===== config.mk =====
export PLATFORM = sky130hd
export DESIGN_NAME = pulse_induction_metal_detector_top
export DESIGN_NICKNAME = d
export VERILOG_FILES = /design/src/design/pidet_pkg.sv /design/src/design/pulse_induction_metal_detector_top.sv /design/src/design/pidet_cfg.sv /design/src/design/pidet_div.sv /design/src/design/pidet_ctrl.sv
export SDC_FILE = /design/constraint.sdc
export NUM_CORES = 1
export LEC_CHECK = 0
export ABC_AREA = 1
export BUFFER_PORTS_ARGS = -buffer_cell sky130_fd_sc_hd__buf_2
export CORE_MARGIN = 2
export CORE_UTILIZATION = 55
export DETAILED_ROUTE_END_ITERATION = 6
export PLACE_DENSITY = 0.72
export SETUP_SLACK_MARGIN = 0.15
export SKIP_LAST_GASP = 1
export SYNTH_ARGS = -nofsm -noshare
export SYNTH_HDL_FRONTEND = slang
export SYNTH_SLANG_ARGS = --single-unit
export TNS_END_PERCENT = 20

===== constraint.sdc =====
create_clock -name aclk -period 10.65 [get_ports aclk]
set_input_delay 0 -clock aclk [delete_from_list [all_inputs] [get_ports aclk]]
set_output_delay 0 -clock aclk [all_outputs]
set_load 0.02 [all_outputs]

===== src/design/pidet_pkg.sv =====
// shared types and constants for the pulse induction metal detector
`default_nettype none

package pidet_pkg;

    localparam int CFG_ADDR_W = 3;
    localparam int CFG_DATA_W = 24;

    // configuration register indexes
    localparam logic [CFG_ADDR_W-1:0] CFG_PULSE_ON  = 3'd0;
    localparam logic [CFG_ADDR_W-1:0] CFG_PULSE_OFF = 3'd1;
    localparam logic [CFG_ADDR_W-1:0] CFG_WAIT_ZERO = 3'd2;
    localparam logic [CFG_ADDR_W-1:0] CFG_WAIT_ONE  = 3'd3;
    localparam logic [CFG_ADDR_W-1:0] CFG_MARGIN    = 3'd4;

    localparam logic [23:0] PULSE_ON_RST  = 24'd100;
    localparam logic [23:0] PULSE_OFF_RST = 24'd5000;
    localparam logic [15:0] WAIT_ZERO_RST = 16'd50;
    localparam logic [15:0] WAIT_ONE_RST  = 16'd200;
    localparam logic [15:0] MARGIN_RST    = 16'd2;

    typedef struct packed {
        logic [23:0] pulse_on_ticks;
        logic [23:0] pulse_off_ticks;
        logic [15:0] wait_zero_ticks;
        logic [15:0] wait_one_ticks;
        logic [15:0] detect_margin;
    } cfg_t;

    typedef struct packed {
        logic        gate_on;
        logic        calib_led;
        logic        detect_led;
        logic        average_valid;
        logic [15:0] average_value;
        logic        calib_failed;
    } result_t;

    typedef enum logic [4:0] {
        PH_IDLE  = 5'b00001,
        PH_ON    = 5'b00010,
        PH_WAIT0 = 5'b00100,
        PH_WAIT1 = 5'b01000,
        PH_OFF   = 5'b10000
    } phase_t;

endpackage

`default_nettype wire


===== src/design/pulse_induction_metal_detector_top.sv =====
// Pulse induction metal detector controller. Each input transaction is one
// timer tick carrying the back EMF comparator level and the calibrate and
// detect requests; each tick yields exactly one result transaction with the
// gate drive, both LEDs and, at the end of a run, the averaged decay count.
// One tick is taken per clock cycle unless the output stalls: the sequencer
// state advances in a single pass from the state registers to the result
// register, and the average is a single reciprocal multiply of the count sum.
// A new tick is accepted while the result register is empty or its result is
// being taken in the same cycle, so a result appears in the cycle after its tick.
// AVG_COUNT (1 to 255) sets the pulses per run. Configuration writes are taken at once.
`default_nettype none

module pulse_induction_metal_detector_top #(
    parameter int AVG_COUNT = 25
) (
    input  wire logic                               aclk,
    input  wire logic                               aresetn,

    input  wire logic                               cfg_we,
    input  wire logic [pidet_pkg::CFG_ADDR_W-1:0]   cfg_addr,
    input  wire logic [pidet_pkg::CFG_DATA_W-1:0]   cfg_wdata,

    input  wire logic                               s_valid,
    output logic                                    s_ready,
    input  wire logic                               s_bemf_level,
    input  wire logic                               s_calib_request,
    input  wire logic                               s_detect_request,

    output logic                                    m_valid,
    input  wire logic                               m_ready,
    output logic                                    m_gate_on,
    output logic                                    m_calib_led,
    output logic                                    m_detect_led,
    output logic                                    m_average_valid,
    output logic [15:0]                             m_average_value,
    output logic                                    m_calib_failed
);

    pidet_pkg::cfg_t    cfg;
    pidet_pkg::result_t result;
    pidet_pkg::result_t result_reg;
    logic               m_valid_reg;
    logic               accept;

    assign s_ready = !m_valid_reg || m_ready;
    assign accept  = s_valid && s_ready;

    pidet_cfg u_cfg (
        .aclk      (aclk),
        .aresetn   (aresetn),
        .cfg_we    (cfg_we),
        .cfg_addr  (cfg_addr),
        .cfg_wdata (cfg_wdata),
        .cfg       (cfg)
    );

    pidet_ctrl #(
        .AVG_COUNT (AVG_COUNT)
    ) u_ctrl (
        .aclk           (aclk),
        .aresetn        (aresetn),
        .advance        (accept),
        .bemf_level     (s_bemf_level),
        .calib_request  (s_calib_request),
        .detect_request (s_detect_request),
        .cfg            (cfg),
        .result         (result)
    );

    always_ff @(posedge aclk) begin
        if (!aresetn) begin
            m_valid_reg <= 1'b0;
        end else begin
            m_valid_reg <= accept || (m_valid_reg && !m_ready);
        end
    end

    always_ff @(posedge aclk) begin
        if (accept) begin
            result_reg <= result;
        end
    end

    assign m_valid         = m_valid_reg;
    assign m_gate_on       = result_reg.gate_on;
    assign m_calib_led     = result_reg.calib_led;
    assign m_detect_led    = result_reg.detect_led;
    assign m_average_valid = result_reg.average_valid;
    assign m_average_value = result_reg.average_value;
    assign m_calib_failed  = result_reg.calib_failed;

    // every accepted tick leaves a result transaction behind
    a_tick_gives_result: assert property (@(posedge aclk) disable iff (!aresetn)
        accept |=> m_valid)
        else $error("accepted tick produced no result");

    // a failure flag only comes with a finished run
    a_failed_needs_avg: assert property (@(posedge aclk) disable iff (!aresetn)
        m_valid && m_calib_failed |-> m_average_valid)
        else $error("calib_failed outside a finished run");

    // the average is zero outside the finishing tick
    a_avg_zero_idle: assert property (@(posedge aclk) disable iff (!aresetn)
        m_valid && !m_average_valid |-> m_average_value == 16'd0)
        else $error("average_value set without average_valid");

    // the gate is never driven in the tick a run finishes
    a_gate_off_at_end: assert property (@(posedge aclk) disable iff (!aresetn)
        m_valid && m_average_valid |-> !m_gate_on)
        else $error("gate on while run finishes");

endmodule

`default_nettype wire


===== src/design/pidet_cfg.sv =====
// configuration register file
`default_nettype none

module pidet_cfg (
    input  wire logic                                aclk,
    input  wire logic                                aresetn,
    input  wire logic                                cfg_we,
    input  wire logic [pidet_pkg::CFG_ADDR_W-1:0]    cfg_addr,
    input  wire logic [pidet_pkg::CFG_DATA_W-1:0]    cfg_wdata,
    output pidet_pkg::cfg_t                          cfg
);

    pidet_pkg::cfg_t cfg_reg;

    always_ff @(posedge aclk) begin
        if (!aresetn) begin
            cfg_reg.pulse_on_ticks  <= pidet_pkg::PULSE_ON_RST;
            cfg_reg.pulse_off_ticks <= pidet_pkg::PULSE_OFF_RST;
            cfg_reg.wait_zero_ticks <= pidet_pkg::WAIT_ZERO_RST;
            cfg_reg.wait_one_ticks  <= pidet_pkg::WAIT_ONE_RST;
            cfg_reg.detect_margin   <= pidet_pkg::MARGIN_RST;
        end else if (cfg_we) begin
            unique case (cfg_addr)
                pidet_pkg::CFG_PULSE_ON:  cfg_reg.pulse_on_ticks  <= cfg_wdata;
                pidet_pkg::CFG_PULSE_OFF: cfg_reg.pulse_off_ticks <= cfg_wdata;
                pidet_pkg::CFG_WAIT_ZERO: cfg_reg.wait_zero_ticks <= cfg_wdata[15:0];
                pidet_pkg::CFG_WAIT_ONE:  cfg_reg.wait_one_ticks  <= cfg_wdata[15:0];
                pidet_pkg::CFG_MARGIN:    cfg_reg.detect_margin   <= cfg_wdata[15:0];
                default: ;
            endcase
        end
    end

    assign cfg = cfg_reg;

endmodule

`default_nettype wire


===== src/design/pidet_div.sv =====
// divide the decay count sum by the pulse count using a reciprocal multiply
`default_nettype none

module pidet_div #(
    parameter int AVG_COUNT = 25,
    parameter int SUM_W     = 21
) (
    input  wire logic [SUM_W-1:0] count_sum,
    output logic      [15:0]      average
);

    // ceil(2^SHIFT / AVG_COUNT) is exact for every SUM_W-bit dividend
    localparam int          SHIFT   = SUM_W + $clog2(AVG_COUNT);
    localparam int          RECIP_W = SUM_W + 2;
    localparam logic [63:0] RECIP64 =
        ((64'd1 << SHIFT) + 64'(AVG_COUNT) - 64'd1) / 64'(AVG_COUNT);
    localparam logic [RECIP_W-1:0] RECIP = RECIP64[RECIP_W-1:0];

    logic [SUM_W+RECIP_W-1:0] product;

    assign product = (SUM_W+RECIP_W)'(count_sum) * (SUM_W+RECIP_W)'(RECIP);
    assign average = product[SHIFT +: 16];

endmodule

`default_nettype wire


===== src/design/pidet_ctrl.sv =====
// pulse sequencer, edge timing, accumulation and led state
`default_nettype none

module pidet_ctrl #(
    parameter int AVG_COUNT = 25
) (
    input  wire logic             aclk,
    input  wire logic             aresetn,
    input  wire logic             advance,
    input  wire logic             bemf_level,
    input  wire logic             calib_request,
    input  wire logic             detect_request,
    input  wire pidet_pkg::cfg_t  cfg,
    output pidet_pkg::result_t    result
);

    localparam int PIDX_W = $clog2(AVG_COUNT + 1);
    localparam int SUM_W  = $clog2(AVG_COUNT * 65536);
    localparam logic [PIDX_W-1:0] LAST_PULSE = PIDX_W'(AVG_COUNT);

    pidet_pkg::phase_t  phase_reg, phase_next;
    logic [23:0]        tick_count_reg, tick_count_next;
    logic [PIDX_W-1:0]  pulse_index_reg, pulse_index_next;
    logic [SUM_W-1:0]   count_sum_reg, count_sum_next;
    logic               timeout_seen_reg, timeout_seen_next;
    logic               run_is_cal_reg, run_is_cal_next;
    logic [15:0]        cal_value_reg, cal_value_next;
    logic               calib_led_reg, calib_led_next;
    logic               detect_led_reg, detect_led_next;
    logic               prev_bemf_reg;

    logic               rise, fall;
    logic [23:0]        tick_inc;
    logic [PIDX_W-1:0]  pulse_inc;
    logic [15:0]        capture;
    logic [15:0]        average;
    logic [16:0]        threshold;

    pidet_div #(
        .AVG_COUNT (AVG_COUNT),
        .SUM_W     (SUM_W)
    ) u_div (
        .count_sum (count_sum_reg),
        .average   (average)
    );

    assign rise      = !prev_bemf_reg && bemf_level;
    assign fall      = prev_bemf_reg && !bemf_level;
    assign tick_inc  = tick_count_reg + 24'd1;
    assign pulse_inc = pulse_index_reg + PIDX_W'(1);
    assign capture   = rise ? tick_count_reg[15:0] : cfg.wait_one_ticks;
    assign threshold = {1'b0, cal_value_reg} + {1'b0, cfg.detect_margin};

    always_comb begin
        phase_next        = phase_reg;
        tick_count_next   = tick_count_reg;
        pulse_index_next  = pulse_index_reg;
        count_sum_next    = count_sum_reg;
        timeout_seen_next = timeout_seen_reg;
        run_is_cal_next   = run_is_cal_reg;
        cal_value_next    = cal_value_reg;
        calib_led_next    = calib_led_reg;
        detect_led_next   = detect_led_reg;
        result            = '0;

        unique case (phase_reg)
            pidet_pkg::PH_ON: begin
                result.gate_on = 1'b1;
                if (tick_inc >= cfg.pulse_on_ticks) begin
                    phase_next      = pidet_pkg::PH_WAIT0;
                    tick_count_next = '0;
                end else begin
                    tick_count_next = tick_inc;
                end
            end
            pidet_pkg::PH_WAIT0: begin
                // the falling edge only releases the wait, its time is dropped
                if (fall || tick_count_reg >= {8'd0, cfg.wait_zero_ticks}) begin
                    phase_next      = pidet_pkg::PH_WAIT1;
                    tick_count_next = '0;
                end else begin
                    tick_count_next = tick_inc;
                end
            end
            pidet_pkg::PH_WAIT1: begin
                if (rise || tick_count_reg >= {8'd0, cfg.wait_one_ticks}) begin
                    count_sum_next = count_sum_reg + SUM_W'(capture);
                    if (capture == cfg.wait_one_ticks) begin
                        timeout_seen_next = 1'b1;
                    end
                    phase_next      = pidet_pkg::PH_OFF;
                    tick_count_next = '0;
                end else begin
                    tick_count_next = tick_inc;
                end
            end
            pidet_pkg::PH_OFF: begin
                if (tick_inc >= cfg.pulse_off_ticks) begin
                    tick_count_next  = '0;
                    pulse_index_next = pulse_inc;
                    if (pulse_inc >= LAST_PULSE) begin
                        result.average_valid = 1'b1;
                        result.average_value = average;
                        result.calib_failed  = timeout_seen_reg;
                        if (run_is_cal_reg) begin
                            if (timeout_seen_reg) begin
                                calib_led_next = 1'b1;
                            end else begin
                                calib_led_next = 1'b0;
                                cal_value_next = average;
                            end
                        end else begin
                            detect_led_next = ({1'b0, average} > threshold);
                        end
                        phase_next = pidet_pkg::PH_IDLE;
                    end else begin
                        phase_next = pidet_pkg::PH_ON;
                    end
                end else begin
                    tick_count_next = tick_inc;
                end
            end
            default: begin
                // idle, and any stray code falls back to idle
                phase_next = pidet_pkg::PH_IDLE;
                if (!detect_request) begin
                    detect_led_next = 1'b0;
                end
                if (calib_request || (cal_value_reg != 16'd0 && detect_request)) begin
                    run_is_cal_next   = calib_request;
                    phase_next        = pidet_pkg::PH_ON;
                    tick_count_next   = '0;
                    pulse_index_next  = '0;
                    count_sum_next    = '0;
                    timeout_seen_next = 1'b0;
                end
            end
        endcase

        result.calib_led  = calib_led_next;
        result.detect_led = detect_led_next;
    end

    always_ff @(posedge aclk) begin
        if (!aresetn) begin
            phase_reg        <= pidet_pkg::PH_IDLE;
            tick_count_reg   <= '0;
            pulse_index_reg  <= '0;
            count_sum_reg    <= '0;
            timeout_seen_reg <= 1'b0;
            run_is_cal_reg   <= 1'b0;
            cal_value_reg    <= '0;
            calib_led_reg    <= 1'b1;
            detect_led_reg   <= 1'b0;
            prev_bemf_reg    <= 1'b1;
        end else if (advance) begin
            phase_reg        <= phase_next;
            tick_count_reg   <= tick_count_next;
            pulse_index_reg  <= pulse_index_next;
            count_sum_reg    <= count_sum_next;
            timeout_seen_reg <= timeout_seen_next;
            run_is_cal_reg   <= run_is_cal_next;
            cal_value_reg    <= cal_value_next;
            calib_led_reg    <= calib_led_next;
            detect_led_reg   <= detect_led_next;
            prev_bemf_reg    <= bemf_level;
        end
    end

endmodule

`default_nettype wire

==> flow_metrics.tcl <==
set metrics [dict create \
    skew_ns 0.0209 \
    vias_per_cell 5.54 \
    wl_met3_um 3570 \
    row_count 70 \
    total_power_mw 2.69 \
    tightest_slew_ns 1.14 \
    cts_tree "done" \
    placed_area_sq_um 21300 \
    status "complete, no violations" \
    drive_gt1_share_pct 4.80 \
    switchingPower_mw 1.14 \
    ys_warn_count 0 \
    synth_cell_types 46 \
    wl_met1_um 26500 \
    final_common_cell "inv_1" \
    grt_overflow 0 \
    internal_power_mw 1.54 \
    final_cells 3279 \
    synthToLayoutAreaGrowth_pct 7.81 \
    switching_share_pct 42.5 \
    cp-start-kind "register" \
    layout_common_cells "511 x inv_1, 477 x nand2_1, 333 x ha_1, 249 x nor2_1, 245 x a21oi_1" \
    worst_path_most_repeated_cell "nand2_1" \
    synth.area.top_cells "ha_1 20%, dfxtp_1 17%, fa_1 15%, inv_1 9.3%, nand2_1 8.7%" \
    avgSynthCellArea_sq_um 7.55 \
    critPathRequiredTime_ns 11.01 \
    grt_antenna_before_repair 0 \
    ioPinCount 58 \
    grt_max_degree 100 \
    largest_reg_flops 96 \
    clk-insertion-delay-late_ns 0.47 \
    start_util_pct 56.1 \
    dpl_worst_slack_ns 3.18 \
    placed_cells 3214 \
    timing.final.ws_setup_ns 3.08 \
    die_y_um 198 \
    setup_violations 0 \
    netlist.area_leader.share_pct 20.2 \
    p_seq_share_pct 29.4 \
    grt_usage_pct 31.0 \
    synth_seq_cells 194 \
    syn_inst 2735 \
    ys_seq_area_share_pct 19.8 \
    synth_edf_count 21 \
    finalWirelength_um 58500 \
    cts_buffers 17 \
    synth_top_area_cell "ha_1" \
    relSlewSlack_pct 23.7 \
    critical_path_class "reg -> reg" \
    wl_per_cell_um 17.9 \
    fin_crit_sh_pct 71.0 \
    min_period_ns 7.57 \
    antenna_cells 0 \
    combPwrFrac_pct 45.1 \
    synthArstFlopShare_pct 0 \
    rsz0062_at_grt "false" \
    drt_iter0_markers 1325 \
    grt_pass1_vias 18000 \
    dr.pass1.iters 6 \
    cp-end-kind "register" \
    fin_setup_tns_ns 0 \
    core_sq_um 36800 \
    die_area_sq_um 39100 \
    htree_levels 4 \
    fmax_mhz 132 \
    clockPowerShare_pct 25.5 \
    final-max-slew-violation-count 0 \
    path_max_fanout 9 \
    synthFlopType "dfxtp_1" \
    hp-class "in -> reg" \
    worst_ep_arrival_time_ns 7.93 \
    critPathBufInv 5 \
    postCtsResizedCells 0 \
    routed.top_layer "met4" \
    syn_area_sq_um 20600 \
    antenna_left 0 \
    utilization_pct 60.5 \
    port-buffer-count 57 \
    clk_pin_slew_worst_paths_ns 0.08 \
    path_delay_family "adder cells" \
    synthesis.nets 3260 \
    cts_buffer_depth 2 \
    cpPeakStageDelay_ns 0.77 \
    tritoncts_num_sinks 194 \
    hpwl_um 48000 \
    vias 18200 \
    drc 0 \
    die_w_um 198 \
    vdd_drop_max_mv 0.124 \
    power.density_nw_per_um2 121 \
    layout.nets 3323 \
    holdWs_ns 0.0518 \
    root_buffer "clkbuf_16" \
    cap_violations 0 \
    finalHoldViolations 0 \
    design_area_sq_um 22300 \
    dr_wl_met2_um 26800 \
    grt_pass1_wl_um 94400 \
    crit_slowest_cell "dfxtp_1" \
    leakage_nw 11.6 \
    gp_congestion 0.970 \
]
==> power groups by stage <==
stage	registers (mW)	clock network, mW	logic [mW]
after floorplan	0.801	0	0.846
after global placement	0.805	0	1.18
after detailed placement	0.806	0	1.19
after CTS	0.789	0.692	1.21
after global routing	0.792	0.715	1.39
final	0.790	0.686	1.21
==> logic make-up (layout without fill, tap and decap cells) <==
family / Yosys count / after routing / synth area share, %
buffers and inverters: 579 / 655 / 10.8
XOR/XNOR: 63 / 63 / 2.67
adder cells (fa/ha/maj): 490 / 490 / 35.4
AO/OA/AOI/OAI: 476 / 476 / 12.2
flip-flops: 194 / 194 / 19.8
AND/OR/NAND/NOR: 933 / 933 / 19.1
==> per-layer routing <==
metal | track usage, % | up-vias
li1 | - | 8924
met1 | 42.5 | 8556
met2 | 50.9 | 577
met3 | 4.10 | 99
met4 | 9.89 | 0
met5 | 0 | -
==> worst min-delay path, delay by kind of cell <==
family / cells / cell delay, ns
buffers and inverters: 2 / 0.17
and+or+nand+nor: 2 / 0.15
AOI/OAI and AO/OA: 1 / 0.16
==> final timing paths <==
check / startpoint / to / slack [ns] / depth (start not counted)
worst max register to register: u_ctrl.count_sum_reg[12] / u_ctrl.detect_led_reg / 3.08 / 34
worst min-delay path: cfg_addr[2] / u_cfg.cfg[33] / 0.05 / 5
worst min register to register: u_cfg.cfg[86] / u_cfg.cfg[86] / 0.46 / 2
worst max-delay path: u_ctrl.count_sum_reg[12] / u_ctrl.detect_led_reg / 3.08 / 34
==> synth_stat cells (3+ instances only) <==
master	instances
a211oi_1	4
a21boi_0	4
a21o_1	6
a21oi_1	245
a31oi_1	6
and2_1	6
buf_2	13
buf_6	4
clkbuf_1	34
clkinv_1	4
dfxtp_1	173
edfxtp_1	21
fa_1	157
ha_1	333
inv_1	511
inv_2	11
nand2_1	477
nand2_2	3
nand3_1	101
nand3b_1	3
nand4_1	38
nor2_1	250
nor2_2	3
nor3_1	26
nor4_1	4
nor4_2	3
o2111ai_1	4
o211ai_1	13
o21a_1	8
o21ai_0	169
o21bai_1	10
or2_2	11
xnor2_1	13
xor2_1	50
==> area by class of cell <==
cell class / instances / area, sq um
Tap cell: 468 / 586
Fill cell: 3351 / 14500
Sequential cell: 194 / 4090
Timing Repair Buffer: 96 / 663
Clock buffer: 20 / 467
Inverter: 527 / 1980
Multi-Input combinational cell: 1962 / 14300
Clock inverter: 12 / 140
==> what timing repair did <==
item	CTS	global route
hold endpoints to repair	108	0
hold buffers	33	0
buffers inserted	0	0
No activity file was read; power rests on OpenSTA's default activity.
